## src/rtl/core/mm_pkg.sv

```systemverilog
// shared types and constants for the matrix multiply core
// no dependencies; imported by mm_ctrl, mm_dpath and the top level
`timescale 1ns / 1ps

package mm_pkg;

  localparam int DATA_W        = 32;
  localparam int IDX_W         = 3;
  localparam int OP_W          = 2;
  localparam int CFG_W         = 4;
  localparam int CFG_IDX_W     = 2;
  localparam int MAX_DIM_DEF   = 8;
  localparam int FRAC_BITS_DEF = 16;

  typedef enum logic [OP_W-1:0] {
    OP_WRITE_A = 2'd0,
    OP_WRITE_B = 2'd1,
    OP_COMPUTE = 2'd2
  } op_e;

  typedef enum logic [CFG_IDX_W-1:0] {
    CFG_A_ROWS    = 2'd0,
    CFG_A_COLS    = 2'd1,
    CFG_B_COLS    = 2'd2,
    CFG_TRANSPOSE = 2'd3
  } cfg_reg_e;

  typedef struct packed {
    logic [CFG_W-1:0] a_rows;
    logic [CFG_W-1:0] a_cols;
    logic [CFG_W-1:0] b_cols;
    logic             transpose;
  } mm_cfg_t;

  // commands from the controller to the datapath
  typedef struct packed {
    logic             wr_a;
    logic             wr_b;
    logic             rd;
    logic             first;
    logic             last_k;
    logic             last_elem;
    logic             tr;
    logic [IDX_W-1:0] i;
    logic [IDX_W-1:0] j;
    logic [IDX_W-1:0] k;
  } mm_cmd_t;

  typedef struct packed {
    logic done;
    logic out_busy;
  } mm_status_t;

endpackage

```

## src/rtl/core/mm_ctrl.sv

```systemverilog
// controller: input handshake, element sequencing and inner-loop issue
// depends on mm_pkg
`timescale 1ns / 1ps

module mm_ctrl import mm_pkg::*; #(
  parameter int MAX_DIM = MAX_DIM_DEF
) (
  input  logic             clk_i,
  input  logic             rst_ni,
  input  logic             in_valid_i,
  output logic             in_ready_o,
  input  logic [OP_W-1:0]  op_i,
  input  mm_cfg_t          cfg_i,
  input  mm_status_t       status_i,
  output mm_cmd_t          cmd_o
);

  typedef enum logic [1:0] {
    ST_IDLE,
    ST_START,
    ST_ISSUE,
    ST_WAIT
  } state_e;

  localparam logic [CFG_W-1:0] DimMax = CFG_W'(MAX_DIM);

  state_e           state_q;
  logic [IDX_W-1:0] i_q, j_q, k_q;
  logic [IDX_W-1:0] ar_m1, ac_m1, bc_m1, orows_m1, inner_m1;
  logic             accept, last_elem;

  // clamp a dimension register to 1..MAX_DIM, returned minus one
  function automatic logic [IDX_W-1:0] dim_m1(input logic [CFG_W-1:0] d);
    logic [CFG_W-1:0] c;
    if (d == '0) begin
      c = CFG_W'(1);
    end else if (d > DimMax) begin
      c = DimMax;
    end else begin
      c = d;
    end
    return IDX_W'(c - CFG_W'(1));
  endfunction

  assign ar_m1    = dim_m1(cfg_i.a_rows);
  assign ac_m1    = dim_m1(cfg_i.a_cols);
  assign bc_m1    = dim_m1(cfg_i.b_cols);
  assign orows_m1 = cfg_i.transpose ? ac_m1 : ar_m1;
  assign inner_m1 = cfg_i.transpose ? ar_m1 : ac_m1;

  assign in_ready_o = (state_q == ST_IDLE);
  assign accept     = in_valid_i && in_ready_o;
  assign last_elem  = (i_q == orows_m1) && (j_q == bc_m1);

  always_comb begin
    cmd_o.wr_a      = accept && (op_i == OP_WRITE_A);
    cmd_o.wr_b      = accept && (op_i == OP_WRITE_B);
    cmd_o.rd        = (state_q == ST_ISSUE);
    cmd_o.first     = (k_q == '0);
    cmd_o.last_k    = (k_q == inner_m1);
    cmd_o.last_elem = last_elem;
    cmd_o.tr        = cfg_i.transpose;
    cmd_o.i         = i_q;
    cmd_o.j         = j_q;
    cmd_o.k         = k_q;
  end

  always_ff @(posedge clk_i or negedge rst_ni) begin
    if (!rst_ni) begin
      state_q <= ST_IDLE;
      i_q     <= '0;
      j_q     <= '0;
      k_q     <= '0;
    end else begin
      unique case (state_q)
        ST_IDLE: begin
          if (accept && (op_i == OP_COMPUTE)) begin
            i_q     <= '0;
            j_q     <= '0;
            state_q <= ST_START;
          end
        end
        // one element in flight at a time; wait for the output word to clear
        ST_START: begin
          if (!status_i.out_busy) begin
            k_q     <= '0;
            state_q <= ST_ISSUE;
          end
        end
        ST_ISSUE: begin
          if (k_q == inner_m1) begin
            state_q <= ST_WAIT;
          end else begin
            k_q <= k_q + IDX_W'(1);
          end
        end
        ST_WAIT: begin
          if (status_i.done) begin
            if (last_elem) begin
              state_q <= ST_IDLE;
            end else begin
              if (j_q == bc_m1) begin
                j_q <= '0;
                i_q <= i_q + IDX_W'(1);
              end else begin
                j_q <= j_q + IDX_W'(1);
              end
              state_q <= ST_START;
            end
          end
        end
        default: state_q <= ST_IDLE;
      endcase
    end
  end

endmodule

```

## config.mk

```make
export PLATFORM = sky130hd
export DESIGN_NAME = mm_ctrl
export DESIGN_NICKNAME = d
export VERILOG_FILES = /design/src/rtl/core/mm_pkg.sv /design/src/rtl/core/mm_ctrl.sv
export SDC_FILE = /design/constraint.sdc
export NUM_CORES = 1
export LEC_CHECK = 0
export ABC_CLOCK_PERIOD_IN_PS = 1900
export BUFFER_PORTS_ARGS = -buffer_cell sky130_fd_sc_hd__buf_4
export CELL_PAD_IN_SITES_DETAIL_PLACEMENT = 2
export CELL_PAD_IN_SITES_GLOBAL_PLACEMENT = 2
export CORE_MARGIN = 2
export CORE_UTILIZATION = 27
export CTS_CLUSTER_SIZE = 30
export DETAILED_ROUTE_END_ITERATION = 10
export GPL_TIMING_DRIVEN = 1
export PLACE_DENSITY_LB_ADDON = 0.1
export SLEW_MARGIN = 0
export SYNTH_ARGS = -nofsm -noshare
export SYNTH_HDL_FRONTEND = slang
export SYNTH_SLANG_ARGS = --single-unit
```

## constraint.sdc

```tcl
create_clock -name clk_i -period 1.9 [get_ports clk_i]
set_input_delay 0.095 -clock clk_i [delete_from_list [all_inputs] [get_ports clk_i]]
set_output_delay 0.095 -clock clk_i [all_outputs]
set_load 0.01 [all_outputs]
```

==> results_dict.tcl, run 1 <==
set metrics [dict create \
    finalHoldViolations 0 \
    worst_slack_ns -0.00637 \
    antenna_found_initial 0 \
    synthCells 146 \
    dieWidth_microns 72.8 \
    io_buffers 36 \
    p_int_uw 1310 \
    synth_ff_type "dfrtp_1" \
    drc_errors 0 \
    crit_fanout 5 \
    switching_share_pct 44.1 \
    required_ns 1.80 \
    comb_power_share_pct 71.5 \
    grt_pass1_vias 1492 \
    via_per_inst 5.00 \
    endpoint_kind "output port" \
    ys_seq_area_share_pct 21.5 \
    tritoncts "yes" \
    drt_iter0_markers 20 \
    ys_warn_count 0 \
    place.gp.congestion 0.780 \
    worst-r2r-setup-slack_ns 0.06 \
    fmax_ghz 0.525 \
    drv_cap 0 \
    layout-drive-gt1-share_pct 47.4 \
    antennaDiodeCount 0 \
    grt_pass1_wl_mm 7.26 \
    postRouteAntennaNets 0 \
    finClkSkew_ns 0.00347 \
    violations "setup timing" \
    avgSynthCellArea_sq_um 8.75 \
    grt-ovfl-total 0 \
    placedCellCount 250 \
    rsz0062_at_grt "true" \
    netlist_area_sq_um 1280 \
    core_area_sq_um 4630 \
    synth_top_cells_by_area "dfrtp_1 22%, ha_1 11%, inv_1 4.4%, xnor2_1 4.1%, mux2i_1 3.9%" \
    status "finished with violations" \
    synth_top_area_share_pct 21.5 \
    path_class "reg2out" \
    post_drt_wl_per_cell_microns 16.8 \
    mostFrequentLayoutCell "buf_4" \
    async_reset_ff_share_pct 100 \
    yosysUniqueCellTypes 53 \
    htree_levels 1 \
    numCtsBuffers 3 \
    rows 25 \
    ys_ff_latch 11 \
    area_delta_synth_final_pct 55.8 \
    worst_slew_pin_slew_ns 0.418 \
    grt_usage_pct 17.5 \
    clk_pin_slew_worst_paths_ns 0.06 \
    cellPowerDensity_nw_per_um2 1180 \
    clockBufferDepth 2 \
    yosysTopAreaCell "dfrtp_1" \
    p_total_uw 2340 \
    hp-class "in2async" \
    final_cell_mix "58 x buf_4, 13 x inv_1, 12 x nand2_1" \
    dieArea_sq_um 5300 \
    reg2regPathDepth 7 \
    switching_power_uw 1030 \
    slew_violations 0 \
    fin_crit_sh_pct 100 \
    seqPwrFrac_pct 17.7 \
    p_leak_uw 0.000919 \
    max_slew_margin_pct 71.8 \
    clock_power_share_pct 10.8 \
    cts.sinks 11 \
    synth_edf_count 0 \
    fin_hold_ws_ns 0.222 \
    setup_viol_count_final 1 \
    clk-insertion-delay-late_ns 0.25 \
    r2r-start "j_q[2]$_DFFE_PN0P_" \
    dpl.hpwl_mm 3.39 \
    routed_wl_mm 4.45 \
    syn_nets 177 \
    start_util_pct 27.6 \
    vdd_drop_max_mv 0.551 \
    tns_ns -0.00637 \
    timing.rr.end "i_q[0]$_DFFE_PN0P_" \
    final_cells 265 \
    cp_data_arrival_time_ns 1.81 \
    num_io_pins 37 \
    post-place-ws_ns -0.348 \
    startpoint_type "flip-flop" \
    root_buffer "clkbuf_8" \
    fin_crit_ns 1.91 \
    grt_max_degree 16 \
    final_nets 243 \
    dr.pass1.iters 4 \
    die_y_microns 72.8 \
    vias 1325 \
]
## metal layers
metal | vias up | part of all wire [%] | GRT usage, %
li1 | 645 | - | -
met1 | 657 | 38 | 19.8
met2 | 20 | 59 | 34.2
met3 | 3 | 2.1 | 1.80
met4 | 0 | 0.56 | 4.73
met5 | - | 0 | 0
## synthesized netlist by cell type, drive strengths merged (4+ instances only)
cell type,count
mux2i,6
dfrtp,11
o21ai,5
nor2b,6
nor2,6
ha,11
o211ai,4
nand2b,5
inv,15
buf,4
xnor2,6
nand3,5
nand2,13
a21oi,6
## power by group through the flow
| stage | clock network [uW] | registers, uW | logic [uW] |
|---|---|---|---|
| 2_1_floorplan | 0 | 443 | 822 |
| 3_3_place_gp | 0 | 410 | 1380 |
| 3_5_place_dp | 0 | 420 | 1450 |
| 4_1_cts | 259 | 417 | 1580 |
| 5_1_grt | 270 | 429 | 1840 |
| 6_report | 254 | 414 | 1670 |
## per-stage QoR
stage / cell area (sq um) / util (%)
floorplan: 1290 / -
global placement: 1740 / 37.6
detailed placement: 1740 / 37.6
CTS: 1910 / 41.2
global route: 1990 / 43.0
finish: 1990 / 43.0
## logic make-up after synthesis
family	Yosys count	share of synthesized area, %
AO/OA/AOI/OAI	31	19.1
XOR/XNOR	8	6.07
adder cells (fa/ha/maj)	11	10.8
buffers and inverters	21	7.44
flip-flops	11	21.5
multiplexers	9	8.23
AND/OR/NAND/NOR	55	26.8
## cell type report
class / count / area (sq um)
clock buffer: 4 / 45.0
fill: 529 / 2640
inverter: 15 / 56.3
multi-input combinational: 114 / 1010
sequential: 11 / 275
tap: 54 / 67.6
timing repair buffer: 67 / 539
## worst max path at each step
stage | from | to | slack (ns)
floorplan | cfg_i[10] | i_q[2]$_DFFE_PN0P_ | 0.006
global placement | cfg_i[10] | j_q[2]$_DFFE_PN0P_ | -0.17
detailed placement | cfg_i[10] | j_q[0]$_DFFE_PN0P_ | -0.35
CTS | j_q[2]$_DFFE_PN0P_ | cmd_o[10] | -0.04
global route | j_q[2]$_DFFE_PN0P_ | cmd_o[10] | -0.06
finish | j_q[2]$_DFFE_PN0P_ | cmd_o[10] | -0.006
## flip-flops by register name (all words and copies together), names as in the netlist
register / cells
state_q: 2
k_q: 3
j_q: 3
i_q: 3
## critical path, stage by stage, from the launching register on
cell and delay, ns:
dfrtp_1 0.43, xnor2_2 0.17, xnor2_2 0.16, or3_4 0.37
buf_6 0.14, nor3_4 0.18, buf_6 0.13
## what timing repair did
action	in CTS	in global routing
resized for setup	17	14
hold buffers	1	0
endpoints found under the hold margin	11	0
pin swaps	7	10
setup endpoints to repair	9	12
buffers inserted	7	4
No activity file was read; power rests on OpenSTA's default activity.
==> inputs of run 2 (changes only) <==
--- a/config.mk
+++ b/config.mk
@@ -9,6 +9,7 @@
 export BUFFER_PORTS_ARGS = -buffer_cell sky130_fd_sc_hd__buf_4
 export CELL_PAD_IN_SITES_DETAIL_PLACEMENT = 2
 export CELL_PAD_IN_SITES_GLOBAL_PLACEMENT = 2
+export CORE_ASPECT_RATIO = 0.8
 export CORE_MARGIN = 2
 export CORE_UTILIZATION = 27
 export CTS_CLUSTER_SIZE = 30
==> run 2 against run 1 <==
The flow now finishes without violations. Cell area increased by 2.9%. First-iteration DRC count increased by 30%. Clock skew increased by 0.0012 ns. Global-route usage decreased by 1.4 points. Maximum frequency increased by 1.8%. Routed wire length decreased by 3.7%. Critical endpoint unchanged. Largest cell class unchanged.
==> results_dict.tcl, run 2 (synthesis gave the netlist of run 1 again) <==
set metrics [dict create \
    drc_errors 0 \
    switching_share_pct 44.2 \
    grt-ovfl-total 0 \
    place.gp.congestion 0.778 \
    grt_pass1_vias 1415 \
    crit_fanout 4 \
    fin_crit_ns 1.87 \
    num_io_pins 37 \
    layout-drive-gt1-share_pct 49.5 \
    via_per_inst 4.90 \
    p_int_uw 1310 \
    drt_iter0_markers 26 \
    final_nets 244 \
    final_cell_mix "58 x buf_4, 13 x inv_1, 11 x nand2_1, 11 x dfrtp_1, 9 x ha_1" \
    cellPowerDensity_nw_per_um2 1150 \
    design_area_sq_um 2050 \
    worst_slew_pin_slew_ns 0.400 \
    cp_num_buf_inv 2 \
    r2r-start "j_q[2]$_DFFE_PN0P_" \
    startpoint_type "flip-flop" \
    worst_slack_ns 0.0269 \
    grt_max_degree 16 \
    dieWidth_microns 80.9 \
    rows 22 \
    routed_wl_mm 4.28 \
    clk_pin_slew_worst_paths_ns 0.05 \
    finalHoldViolations 0 \
    tns_ns 0 \
    grt_usage_pct 16.1 \
    endpoint_kind "output port" \
    critPathSlowestCell "dfrtp_1" \
    htree_levels 1 \
    max_slew_margin_pct 73.3 \
    required_ns 1.80 \
    fin_crit_sh_pct 98.6 \
    final_cells 272 \
    top_regs "i_q (3), j_q (3), k_q (3)" \
    grt_pass1_wl_mm 6.65 \
    hp-class "in2async" \
    post_drt_wl_per_cell_microns 15.7 \
    die_y_microns 65.5 \
    dpl.hpwl_mm 3.30 \
    area_delta_synth_final_pct 60.3 \
    cp_data_arrival_time_ns 1.78 \
    dieArea_sq_um 5300 \
    switching_power_uw 1040 \
    clockBufferDepth 2 \
    crit_start "j_q[2]$_DFFE_PN0P_" \
    worst-r2r-setup-slack_ns 0.07 \
    postRouteAntennaNets 0 \
    clk-insertion-delay-late_ns 0.24 \
    cts.sinks 11 \
    postPlaceCellArea_sq_um 1750 \
    dr.pass1.iters 3 \
    antennaDiodeCount 0 \
    drv_cap 0 \
    mostFrequentLayoutCell "buf_4" \
    placedCellCount 256 \
    fmax_ghz 0.534 \
    vias 1334 \
    slew_violations 0 \
    crit_family "simple AND/OR/NAND/NOR gates" \
    reg2regPathDepth 5 \
    antenna_found_initial 0 \
    setup_viol_count_final 0 \
    post-place-ws_ns -0.280 \
    p_leak_uw 0.000936 \
    crit_chain "xnor2_1, xnor2_1, or3_4, buf_6, nor3_4, buf_6" \
    finClkSkew_ns 0.00470 \
    tritoncts "yes" \
    numCtsBuffers 3 \
    rsz0062_at_grt "true" \
    cp.depth 6 \
    comb_power_share_pct 71.8 \
    cpPeakStageDelay_ns 0.39 \
    root_buffer "clkbuf_8" \
    vdd_drop_max_mv 0.534 \
    core_area_sq_um 4570 \
    clock_power_share_pct 10.1 \
    start_util_pct 28.0 \
    status "finished clean" \
    fin_hold_ws_ns 0.226 \
    path_class "reg2out" \
    io_buffers 36 \
    seqPwrFrac_pct 18.1 \
]
run 2: final cells by class:
type	count	area [sq um]
timing repair buffer	68	559
clock buffer	4	45.0
sequential	11	275
inverter	15	56.3
tap	60	75.1
fill	518	2520
multi-input combinational	114	1040
run 2: timing repair:
item,4_1_cts,5_1_grt
hold endpoints to repair,11,0
hold buffers,1,0
endpoints found under the setup margin,6,13
buffers inserted,5,6
pin swaps,9,12
gates resized for setup,8,30
gates cloned,0,0
run 2: metal layers:
layer  GRT usage (%)  up-vias  part of all wire, %
met5               0        -                    0
met3            3.02        2                  3.4
li1                -      650                    -
met1            20.2      654                   43
met2            28.7       28                   53
met4            3.18        0                 0.40
run 2: power by group through the flow:
stage          sequential (uW)  clock [uW]  combinational [uW]
4_1_cts                    435         249                1480
3_3_place_gp               429           0                1340
5_1_grt                    444         261                1860
2_1_floorplan              443           0                 822
6_report                   425         239                1690
3_5_place_dp               438           0                1410
run 2: through the flow:
stage                     power [uW]  utilization, %
after floorplan                 1260               -
after global placement          1770            38.3
after detailed placement        1850            38.3
after CTS                       2170            40.9
after global routing            2570            44.8
final                           2350            44.8
run 2: worst register-to-register path, cell delays in order (launching register included):
cell and delay, ns:
dfrtp_1 0.39, xnor2_1 0.20, xnor2_1 0.12, or3_4 0.38
or4_1 0.53, o211ai_1 0.11
run 2: worst paths after layout:
check,to
min,i_q[0]$_DFFE_PN0P_
max,cmd_o[10]
max reg2reg,i_q[2]$_DFFE_PN0P_
max in group asynchronous,k_q[0]$_DFFE_PN0P_
min in group clk_i,k_q[0]$_DFFE_PN0P_
min reg2reg,k_q[2]$_DFFE_PN0P_
